`src/rtl/core/assert_macros.svh`:
```
// Assertion macros for the slot-window receiver, empty under synthesis
`ifndef ASSERT_MACROS_SVH
`define ASSERT_MACROS_SVH
`ifndef SYNTHESIS
`define ASSERT_IMPLIES(label, clk, rst, ante, cons) \
   label: assert property (@(posedge clk) disable iff (rst) (ante) |-> (cons)) \
      else $error("assertion failed: same-cycle implication");
`define ASSERT_NEXT(label, clk, rst, ante, cons) \
   label: assert property (@(posedge clk) disable iff (rst) (ante) |=> (cons)) \
      else $error("assertion failed: next-cycle implication");
`else
`define ASSERT_IMPLIES(label, clk, rst, ante, cons)
`define ASSERT_NEXT(label, clk, rst, ante, cons)
`endif
`endif

```
`src/rtl/core/dmxswr_pkg.sv`:
```
// Constants and types for the slot-window receiver
`default_nettype none
package dmxswr_pkg;
   localparam int ByteWidth         = 8;
   localparam int StartAddressWidth = 10;
   localparam int StartCodeWidth    = 8;
   localparam int SlotCountWidth    = 10;
   localparam int SlotSumWidth      = SlotCountWidth + 1;
   localparam int WindowSlots       = 16;
   localparam int OffsetWidth       = 4;
   localparam int MaxSlot           = 512;
   localparam int CsrDataWidth      = 10;
   localparam int CsrIndexWidth     = 1;

   typedef enum logic [CsrIndexWidth-1:0] {
      CSR_START_ADDRESS = 1'b0,
      CSR_START_CODE    = 1'b1
   } csr_index_type;
endpackage
`default_nettype wire

```
`src/rtl/core/dmx512_slot_window_receiver.sv`:
```
// Slot-window receiver: frame tracking, window test and registered result
// The result of an accepted item is registered and shows on the rsp_ side in the next cycle.
// Throughput: one item per cycle; the single result register sets the pace,
// and a new item enters whenever that register is empty or being taken.
// Reset (synchronous, active high): await break and start code, slot count 1,
// start address 1, start code 0, no result held.
`default_nettype none
`include "assert_macros.svh"
module dmx512_slot_window_receiver (
   input  wire logic                                   clock,
   input  wire logic                                   reset,
   input  wire logic                                   csr_write_enable,
   input  wire logic [dmxswr_pkg::CsrIndexWidth-1:0]   csr_index,
   input  wire logic [dmxswr_pkg::CsrDataWidth-1:0]    csr_write_data,
   input  wire logic                                   req_valid,
   output logic                                        req_stall,
   input  wire logic [dmxswr_pkg::ByteWidth-1:0]       req_rx_byte,
   input  wire logic                                   req_overrun_error,
   input  wire logic                                   req_framing_error,
   output logic                                        rsp_valid,
   input  wire logic                                   rsp_stall,
   output logic                                        rsp_slot_write,
   output logic [dmxswr_pkg::OffsetWidth-1:0]          rsp_slot_offset,
   output logic [dmxswr_pkg::ByteWidth-1:0]            rsp_slot_value,
   output logic                                        rsp_frame_complete,
   output logic                                        rsp_port_reset,
   output logic                                        rsp_data_activity
);
   logic [dmxswr_pkg::StartAddressWidth-1:0] start_address_ff;
   logic [dmxswr_pkg::StartCodeWidth-1:0]    start_code_ff;
   logic                                     await_break_ff, await_break_in;
   logic                                     await_start_code_ff, await_start_code_in;
   logic [dmxswr_pkg::SlotCountWidth-1:0]    slot_counter_ff, slot_counter_in;
   logic                                     rsp_valid_ff, rsp_valid_in;
   logic                                     slot_write_ff, slot_write_in;
   logic [dmxswr_pkg::OffsetWidth-1:0]       slot_offset_ff, slot_offset_in;
   logic [dmxswr_pkg::ByteWidth-1:0]         slot_value_ff, slot_value_in;
   logic                                     frame_complete_ff, frame_complete_in;
   logic                                     port_reset_ff, port_reset_in;
   logic                                     data_activity_ff, data_activity_in;
   logic                                     req_accept;
   logic [dmxswr_pkg::SlotSumWidth-1:0]      win_end;
   logic [dmxswr_pkg::SlotSumWidth-1:0]      slot_plus;
   logic [dmxswr_pkg::SlotCountWidth-1:0]    slot_diff;
   logic                                     in_window;

   assign req_stall  = rsp_valid_ff && rsp_stall;
   assign req_accept = req_valid && !req_stall;

   assign win_end   = {1'b0, start_address_ff}
                      + dmxswr_pkg::SlotSumWidth'(dmxswr_pkg::WindowSlots);
   assign slot_plus = {1'b0, slot_counter_ff} + dmxswr_pkg::SlotSumWidth'(1);
   assign slot_diff = slot_counter_ff - start_address_ff;
   assign in_window = (slot_counter_ff >= start_address_ff)
                      && ({1'b0, slot_counter_ff} < win_end);

   always_comb begin
      await_break_in      = await_break_ff;
      await_start_code_in = await_start_code_ff;
      slot_counter_in     = slot_counter_ff;
      slot_write_in       = 1'b0;
      slot_offset_in      = '0;
      slot_value_in       = '0;
      frame_complete_in   = 1'b0;
      port_reset_in       = 1'b0;
      data_activity_in    = 1'b0;
      priority if (req_overrun_error) begin
         port_reset_in  = 1'b1;
         await_break_in = 1'b1;
      end else if (req_framing_error) begin
         if (req_rx_byte == '0) begin
            await_break_in      = 1'b0;
            await_start_code_in = 1'b1;
            slot_counter_in     = dmxswr_pkg::SlotCountWidth'(1);
         end else begin
            port_reset_in  = 1'b1;
            await_break_in = 1'b1;
         end
      end else if (await_start_code_ff) begin
         if (req_rx_byte == start_code_ff) begin
            await_start_code_in = 1'b0;
         end else begin
            await_break_in = 1'b1;
         end
      end else if (!await_break_ff) begin
         data_activity_in = 1'b1;
         if (in_window) begin
            slot_write_in  = 1'b1;
            slot_offset_in = slot_diff[dmxswr_pkg::OffsetWidth-1:0];
            slot_value_in  = req_rx_byte;
         end
         frame_complete_in = (slot_plus == win_end);
         slot_counter_in   = slot_plus[dmxswr_pkg::SlotCountWidth-1:0];
         if (slot_counter_in > dmxswr_pkg::SlotCountWidth'(dmxswr_pkg::MaxSlot)) begin
            await_break_in = 1'b1;
         end
      end
   end

   always_comb begin
      rsp_valid_in = rsp_valid_ff;
      if (req_accept) begin
         rsp_valid_in = 1'b1;
      end else if (!rsp_stall) begin
         rsp_valid_in = 1'b0;
      end
   end

   always_ff @(posedge clock) begin
      if (reset) begin
         start_address_ff <= dmxswr_pkg::StartAddressWidth'(1);
         start_code_ff    <= '0;
      end else if (csr_write_enable) begin
         unique case (dmxswr_pkg::csr_index_type'(csr_index))
            dmxswr_pkg::CSR_START_ADDRESS: begin
               start_address_ff <= csr_write_data[dmxswr_pkg::StartAddressWidth-1:0];
            end
            dmxswr_pkg::CSR_START_CODE: begin
               start_code_ff <= csr_write_data[dmxswr_pkg::StartCodeWidth-1:0];
            end
            default: begin
               start_code_ff <= start_code_ff;
            end
         endcase
      end
   end

   always_ff @(posedge clock) begin
      if (reset) begin
         await_break_ff      <= 1'b1;
         await_start_code_ff <= 1'b1;
         slot_counter_ff     <= dmxswr_pkg::SlotCountWidth'(1);
         rsp_valid_ff        <= 1'b0;
      end else begin
         rsp_valid_ff <= rsp_valid_in;
         if (req_accept) begin
            await_break_ff      <= await_break_in;
            await_start_code_ff <= await_start_code_in;
            slot_counter_ff     <= slot_counter_in;
         end
      end
   end

   always_ff @(posedge clock) begin
      if (req_accept) begin
         slot_write_ff     <= slot_write_in;
         slot_offset_ff    <= slot_offset_in;
         slot_value_ff     <= slot_value_in;
         frame_complete_ff <= frame_complete_in;
         port_reset_ff     <= port_reset_in;
         data_activity_ff  <= data_activity_in;
      end
   end

   assign rsp_valid          = rsp_valid_ff;
   assign rsp_slot_write     = slot_write_ff;
   assign rsp_slot_offset    = slot_offset_ff;
   assign rsp_slot_value     = slot_value_ff;
   assign rsp_frame_complete = frame_complete_ff;
   assign rsp_port_reset     = port_reset_ff;
   assign rsp_data_activity  = data_activity_ff;

   `ASSERT_IMPLIES(a_write_is_activity, clock, reset,
      rsp_valid_ff && slot_write_ff, data_activity_ff)
   `ASSERT_IMPLIES(a_reset_excludes_activity, clock, reset,
      rsp_valid_ff && port_reset_ff, !data_activity_ff)
   `ASSERT_NEXT(a_overrun_awaits_break, clock, reset,
      req_accept && req_overrun_error, await_break_ff)
   `ASSERT_NEXT(a_break_restarts_count, clock, reset,
      req_accept && !req_overrun_error && req_framing_error && req_rx_byte == '0,
      slot_counter_ff == dmxswr_pkg::SlotCountWidth'(1) && await_start_code_ff)
   `ASSERT_IMPLIES(a_counter_bounded, clock, reset, 1'b1,
      slot_counter_ff <= dmxswr_pkg::SlotCountWidth'(dmxswr_pkg::MaxSlot + 1))
endmodule
`default_nettype wire

```
`config.mk`:
```
export PLATFORM = sky130hd
export DESIGN_NAME = dmx512_slot_window_receiver
export DESIGN_NICKNAME = d
export VERILOG_FILES = /design/src/rtl/core/dmxswr_pkg.sv /design/src/rtl/core/dmx512_slot_window_receiver.sv
export VERILOG_INCLUDE_DIRS = /design/src /design/src/rtl/core
export SDC_FILE = /design/constraint.sdc
export NUM_CORES = 1
export LEC_CHECK = 0
export BUFFER_PORTS_ARGS = -buffer_cell sky130_fd_sc_hd__buf_2
export CAP_MARGIN = 10
export CORE_AREA = 8 8 77 79
export DETAILED_ROUTE_END_ITERATION = 10
export DIE_AREA = 0 0 85 87
export GPL_TIMING_DRIVEN = 1
export PLACE_DENSITY = 0.91
export SLEW_MARGIN = 20
export SYNTH_ARGS = -nofsm -noshare
export SYNTH_HDL_FRONTEND = slang
export SYNTH_SLANG_ARGS = --single-unit
```
`constraint.sdc`:
```
create_clock -name clock -period 7.75 [get_ports clock]
set_clock_uncertainty 0.2 [all_clocks]
set_input_delay 1.55 -clock clock [delete_from_list [all_inputs] [get_ports clock]]
set_output_delay 1.55 -clock clock [all_outputs]
set_load 0.01 [all_outputs]
```
==> results.txt, run 1 <==
- Run status: complete, no violations
- Proportion of synthesized chip area in sequential cells: 0.3932
- Number of synthesized register bits: 47
- Most used cell along the critical path: buf_2
* Detailed placer's ending HPWL: roughly 5000 um
- Clk buf depth: 2
- The number of nets handed over by synthesis was 369.
- The worst hold path belongs to the class flop to flop.
- Clk_lat worst skew: 0.30 ns
- In the routed layout, each cell is associated on average with a via count of 5.916.
* RSZ-0062 raised after global routing: false
- Compared with the post-synthesis result, the final layout area differs by 10.99%.
- Final setup margin: between 4 and 5 ns
- Final number of max-transition violations: 0
- DRC viols: 0
* Number of sinks handled by clock tree synthesis: 47
- The setup check on the worst reg-to-reg path leaves a slack of 4.49 ns.
- After synthesis, the mean cell area works out to 8.643 um^2.
- The region available for standard cell placement spans 4847 um^2.
- Power density cells: 151.6 nW/um^2
* Total routing usage reported by global routing: 0.1845
* F_max: 0.2744 GHz
- The first global-routing pass estimated about 11,000 um of wire.
- The signal on the critical path passes through buf_2, nand2_1, inv_1, buf_2.
- The critical path runs through a total of 4 cells.
- Slew at the pin closest to its max-slew limit: 1.101 ns
* Hold violation count in the final report: 0
* Die Area: 7395 um^2
- From left edge to right edge, the die measures 85 um.
- At the end of the flow, the number of nets in the layout was 405.
* Routed length per instance: 15.49 um
- Share of final-layout standard cells stronger than drive strength 1: 0.1745
- The tool flagged a number of max-cap violations equal to 0.
- Number of top-level pins: 44
* Final Util: 0.6412
- Worst slew slack as a fraction of its limit: 0.2623
* WP data arrival: 1.89 ns
* Clock root buffer master: clkbuf_8
- Cell count of the worst hold path: 2
- Tracing the worst setup path back leads to its startpoint at rsp_stall.
- Critical path required time: 6.00 ns
- The first detailed-routing pass took 4 iterations.
- Summed over all layers, the routed wires come to 6458 um.
- Crit path time final: 3.644 ns
- CP max stage cell: buf_2
* Instance count of the mapped netlist: 324
- Crit start category: input port
* Largest delay contributor family on the critical path: buffers and inverters
- Post-CTS Hold Fix Bufs: 0
* DRC violation total after the first TritonRoute iteration: approximately 140
* PortBufs: 43
- In this run the worst path has a maximum fanout of 2.
- TritonCTS Buffers: 5
* Setup tns final: 0 ns
- Number of global-route vias before repair: about 2,500
- Final antenna diode count: 0
- # rows: 26
- Post-CTS setup buffers: 0
* Placer congestion estimate: between 0.9 and 1
- Final count of negative-setup-slack endpoints: 0
* Leak: 0.001233 uW
- Y dimension of the die: just under 90 um
* Largest net degree at the start of global routing: 32
* Starting density of the core: 0.5777
* Post-DRT Antenna Nets: 0
- Yosys mapped a number of flops with a built-in enable equal to 16.
* Worst-case hold slack: between 0.2 and 0.3 ns
* Count of vias placed by the detailed router: 2,467
- OpenSTA, run right after detailed placement, puts the worst setup slack at approximately 4.1 ns.
* Number of levels in the clock H-tree: 2
- Crit path buffers/inverters: 3
- The critical path ends at req_stall.
- Counting tap cells, the placed design contains a total of ~400 instances.
- Among all flip-flop cells after synthesis, the most frequent one is dfxtp_1.
- Reg-to-Reg Start: start_address_ff[4]$_SDFFE_PP0P_
* Post-cts resize count: 0
* Critical Path Sink Type: output pin
- For this run, the slowest stage of the critical path takes 0.13 ns.
* Maximum VDD drop: 108.7 uV
* R2R Path End: rsp_slot_offset[2]$_SDFFCE_PP0P_
- Of the available clock period, the critical path in the final layout requires 0.4702.
* Remaining global-route overflow: 0
- Final cell count without fillers: 417
- The synthesized netlist contains 51 unique library cells.
- TritonCTS clock tree: done
- After synthesis, the share of flip-flops with an asynchronous set or reset is 0.
- Clock edge transition at the registers on the reported setup and hold paths: around 0.08 ns
- The worst register-to-register path has a depth of 9.
* Number of antenna violations at the first check in global routing: 0
- Synthesized area: ~2800 um^2
- For this run, the number of Yosys warnings is 0.
- By startpoint and endpoint, the worst setup path is classified as input port to output pin.
- Hold wc startpoint: start_code_ff[2]$_SDFFE_PP0P_
power by group:
part	total, uW	leakage [uW]	switching (uW)	internal, uW
Combinational	56.7	0.000777	33.8	22.9
Clock	146	0.0000421	83.2	62.8
Sequential	268	0.000413	5.77	263
Total	471	0.00123	123	348
layout make-up:
| type | instances | area (um^2) |
|---|---|---|
| clock buffer | 5 | 68.82 |
| clock inverter | 3 | 17.52 |
| sequential | 47 | 1101 |
| fill | 394 | 1739 |
| inverter | 17 | 63.81 |
| tap | 56 | 70.07 |
| multi-input combinational | 246 | 1572 |
| timing repair buffer | 43 | 215.2 |
per-stage QoR:
| stage | cell area, um^2 | total power (uW) |
|---|---|---|
| finish | 3108 | 471.3 |
| global route | 3108 | 492.2 |
| CTS | 3108 | 475.0 |
| detailed placement | 3022 | 330.8 |
| global placement | 3022 | 329.1 |
| floorplan | 2800 | 309.5 |
worst register-to-register path: cells and delay by family, from the launching register on:
| kind | cells | cell delay (ns) |
|---|---|---|
| adders and majority gates | 2 | 0.60 |
| AOI/OAI and AO/OA | 4 | 1.16 |
| xor gates and xnor gates | 1 | 0.19 |
| DFF | 1 | 0.52 |
| and+or+nand+nor | 2 | 0.31 |
cell usage in the layout, fill, tap and decap left out, drive strengths merged, types with 2 or more instances in the layout:
| cell | count |
|---|---|
| a31oi | 3 |
| a21o | 4 |
| clkbuf | 5 |
| nor2 | 27 |
| dfxtp | 31 |
| nor3b | 9 |
| xnor2 | 20 |
| nor4 | 5 |
| xor2 | 3 |
| nand2 | 43 |
| or4 | 2 |
| and2 | 3 |
| nor2b | 3 |
| nor3 | 9 |
| inv | 18 |
| nand4b | 2 |
| ha | 18 |
| edfxtp | 16 |
| a211oi | 4 |
| or3 | 4 |
| buf | 43 |
| and3 | 3 |
| a21oi | 34 |
| nand3 | 18 |
| nand4 | 5 |
| o21ai | 15 |
synthesized netlist by cell type (4+ instances only):
cell type | count | area [um^2]
nand2_1 | 43 | 161.4
a21oi_1 | 33 | 165.2
dfxtp_1 | 31 | 620.6
nor2_1 | 26 | 97.59
ha_1 | 18 | 225.2
xnor2_1 | 18 | 157.7
inv_1 | 17 | 63.81
nand3_1 | 17 | 85.08
edfxtp_1 | 16 | 480.5
o21ai_0 | 13 | 65.06
clkbuf_1 | 9 | 33.78
nor3b_1 | 9 | 67.56
nor3_1 | 8 | 40.04
a211oi_1 | 4 | 30.03
a21o_1 | 4 | 30.03
nand4_1 | 4 | 25.02
nor4_1 | 4 | 25.02
worst min-delay path by stage:
stage,to,slack (ns)
6_report,start_code_ff[2]$_SDFFE_PP0P_,0.27
5_1_grt,start_code_ff[5]$_SDFFE_PP0P_,0.30
4_1_cts,start_code_ff[2]$_SDFFE_PP0P_,0.27
3_5_place_dp,start_code_ff[2]$_SDFFE_PP0P_,0.26
3_3_place_gp,start_address_ff[9]$_SDFFE_PP0P_,0.24
2_1_floorplan,start_address_ff[9]$_SDFFE_PP0P_,0.24
flip-flops by register name, summed over array words and instances (netlist names):
signal and flops:
rsp_slot_offset 4, rsp_valid 1, start_code_ff 8, start_address_ff 10, rsp_data_activity 1, rsp_frame_complete 1
slot_counter_ff 10, await_break_ff 1, await_start_code_ff 1, rsp_slot_value 8, rsp_slot_write 1, rsp_port_reset 1
layer usage:
layer	GRT usage	routed length (um)
met4	0.06958	125
met5	0	0
met2	0.3317	3305
met3	0.02925	374
met1	0.2143	2653
cells by family (layout without fill, tap and decap cells):
group	count (synthesis)	count (layout)	share of synthesized area
simple gates	135	135	0.2502
compound gates	69	69	0.1461
flops	47	47	0.3932
buf+inv	31	68	0.04557
xor+xnor	23	23	0.07730
fa+ha+maj	19	19	0.08758
(Power assumes the default switching activity.)
==> run 2, diff against run 1 <==
Settings changed: CORE_AREA 8 8 77 79 to 8 8 84 86, DIE_AREA 0 0 85 87 to 0 0 92 94, PLACE_DENSITY 0.91 to 0.81.
Clock period 7.75 ns to 2.95 ns, I/O delays scaled along.
==> run 2 against run 1 <==
- design area up 3.0%
- routed wire length up 7.3%
- worst setup slack worse by 3.9 ns
- utilization down 8.4 points
- via count down 0.53%
- die area up 17%
- largest cell class unchanged
- non-clock buffer count up 4
- power rose to 2.9 times the previous value
==> results.txt, run 2 (synthesis results as in run 1) <==
- Run status: complete, no violations (unchanged).
* DRC viols: 0 (unchanged)
- The internal power of the cells was 1010 uW (was 348.5 uW).
- The diode insertion count for antenna repair is 0 (unchanged).
* Crit start category: flop (was input port)
- Worst reg2reg setup slack: 0.24 ns (was 4.49 ns)
- The width of the chip was 92 um (was 85 um).
* Length of the first detailed-routing pass in iterations: 5 (was 4)
- Number of antenna violations at the first check in global routing: 0 (unchanged)
- Final count of negative-setup-slack endpoints: 0 (unchanged)
* CP cell instances: ha_1, nand3_1, xnor2_2, ha_1, a21o_1, a21oi_1, a21o_1, a31oi_1, buf_4, nor4_1 (was buf_2, nand2_1, inv_1, buf_2)
* Number of sinks handled by clock tree synthesis: 47 (unchanged)
- Share of the clock period used by the worst path: 0.9177
- Total of max-cap violations: 0 (unchanged)
- The detailed placement HPWL was 5212 um (was 4986 um).
- Y dimension of the die: 94 um (was 87 um)
- The core outline area is 5746 um^2 (was 4847 um^2).
- The class of the worst hold path is flop to flop (unchanged).
- Dpl cells: 432 (was 409)
- TritonCTS Buffers: 5 (unchanged)
- Largest net degree at the start of global routing: 32 (unchanged)
- The classification of the worst setup path is flop to flop (was input port to output pin).
- The clock period could shrink to 2.707 ns.
- Most frequent standard cell in the layout excluding fill and tap cells: buf_2
* Final number of max-transition violations: 0 (unchanged)
* Sw Share: 0.2537 (was 0.2606)
* Fill cells: 537 (was 394)
* Wire length of the first global-routing pass: 11,320 um (was 11,120 um)
- The number of buffers inserted by port buffering came to 43 (unchanged).
- The row count was 28 (was 26).
- The proportion of layout cells with a drive suffix above 1 is 0.1945 (was 0.1745).
- The headroom to the max-slew limit is 0.5708 (was 0.2623).
- The largest stage delay on the critical path is 0.40 ns (was 0.13 ns).
- The net switching power is 343.2 uW (was 122.8 uW).
* Number of global-route vias before repair: 2,389 (was 2,490)
- The setup fix buffers added after clock tree synthesis was 0 (unchanged).
- The final antenna-violating net count is 0 (unchanged).
- Overall power consumption: 1353 uW (was 471.3 uW)
- Leak: 0.001272 uW (was 0.001233 uW)
- The total of cells resized after clock tree synthesis is 0 (unchanged).
- Fraction of power consumed by sequential logic: 0.521 (was 0.570)
- The via count normalized by instance count was 5.577 (was 5.916).
* Post-CTS Hold Fix Bufs: 0 (unchanged)
- Clk_lat worst skew: 0.31 ns (was 0.30 ns)
- Total number of nets in the final design: 409 (was 405)
- The routed wirelength normalized by instance count is 15.74 um (was 15.49 um).
- Setup tns final: 0 ns (unchanged)
- The arrival time at the worst endpoint was 2.63 ns (was 1.89 ns).
* Die Area: 8648 um^2 (was 7395 um^2)
* Critical Path Sink Type: flop (was output pin)
- Number of levels in the clock H-tree: 2 (unchanged)
* Detailed-route wire length: 6927 um (was 6458 um)
- The area growth from synthesis to layout came to 14.34% (was 10.99%).
- DRC violation total after the first TritonRoute iteration: 244 (was 142)
- Most frequent cells in the layout: buf_2, nand2_1, a21oi_1, dfxtp_1, nor2_1 (was nand2_1, buf_2, a21oi_1, dfxtp_1, nor2_1)
* Final cell count without fillers: 440 (was 417)
- Critical path required time: 2.87 ns (was 6.00 ns)
- The post-CTS clock slew at the launch and capture registers of the worst setup and hold paths is 0.09 ns (was 0.08 ns).
- Largest registers: slot_counter_ff (10), start_address_ff (10) (unchanged)
- The total vias in the final route came to 2,454 (was 2,467).
- The slowest cell on the critical path was dfxtp_1 (was buf_2).
* Remaining global-route overflow: 0 (unchanged)
- The measured slew at the worst slew-check pin came to 0.6425 ns (was 1.101 ns).
- The global routing usage summed across all routing layers was 0.1617 (was 0.1845).
* Worst-path fanout max: 13 (was 2)
- The cell chosen for the clock root is clkbuf_8 (unchanged).
* Combinational fraction of design power: 0.116 (was 0.120)
- Portion of total power attributed to the clock network: 0.363 (was 0.310)
- RSZ-0062 raised after global routing: false (unchanged)
* Hold violation count in the final report: 0 (unchanged)
- The starting density of the core came to 0.4874 (was 0.5777).
* Placer congestion estimate: 0.8886 (was 0.9308)
* Number of top-level pins: 44 (unchanged)
- Power density cells: 422.5 nW/um^2 (was 151.6 nW/um^2)
- Derived from the worst setup path, the maximum achievable clock frequency is 0.3694 GHz.
- TritonCTS clock tree: done (unchanged)
- The worst voltage drop across the vdd grid was 305.8 uV (was 108.7 uV).
- The maximum buffer depth of the clock tree came to 2 (unchanged).
run 2: path summary, 6_finish.rpt:
check / from / to / cells past startpoint
worst max-delay path: start_address_ff[5]$_SDFFE_PP0P_ / rsp_slot_offset[3]$_SDFFCE_PP0P_ / 10
worst min-delay path: start_address_ff[9]$_SDFFE_PP0P_ / start_address_ff[9]$_SDFFE_PP0P_ / 2
worst max register to register: start_address_ff[5]$_SDFFE_PP0P_ / rsp_slot_offset[3]$_SDFFCE_PP0P_ / 10
worst min register to register: start_address_ff[9]$_SDFFE_PP0P_ / start_address_ff[9]$_SDFFE_PP0P_ / 2
run 2: critical path, delay by kind of cell, from the launching register on:
| family | cells | cell delay (ns) |
|---|---|---|
| simple gates | 2 | 0.46 |
| xor+xnor | 1 | 0.19 |
| flops | 1 | 0.40 |
| fa+ha+maj | 2 | 0.54 |
| buf+inv | 1 | 0.20 |
| compound gates | 4 | 0.52 |
run 2: cell type report:
cell class | count | area (um^2) | area share
flip-flops and latches | 47 | 1102 | 0.3443
clock inverters | 3 | 46.29 | 0.01446
multi-input cells | 246 | 1582 | 0.4939
inverters | 17 | 63.81 | 0.01993
repair buffers | 47 | 245.2 | 0.07659
well taps | 75 | 93.84 | 0.02931
clock buffers | 5 | 68.82 | 0.02149
run 2: per-layer routing:
layer  track usage  vias up  part of all wire
li1              -     1224                 -
met1        0.1952     1125              0.44
met2        0.2723       90              0.48
met3       0.03357       15             0.054
met4       0.06980        0             0.024
met5             0        -                 0
run 2: metrics by stage:
step	setup WS [ns]	hold WS (ns)	utilization	cell area (um^2)
6_report	0.2427	0.2620	0.5573	3202
5_1_grt	0.03295	0.2920	0.5573	3202
4_1_cts	0.1477	0.2616	0.5553	3191
3_5_place_dp	0.1777	0.2487	0.5353	3075
3_3_place_gp	0.3350	0.2447	0.5353	3075
2_1_floorplan	0.3319	0.2363	-	2800
run 2: power by group through the flow:
stage	logic (uW)	clock network (uW)	registers, uW
after floorplan	90.9	0	722
after global placement	149	0	718
after detailed placement	153	0	720
after CTS	155	496	705
after global routing	173	526	708
final	157	491	705
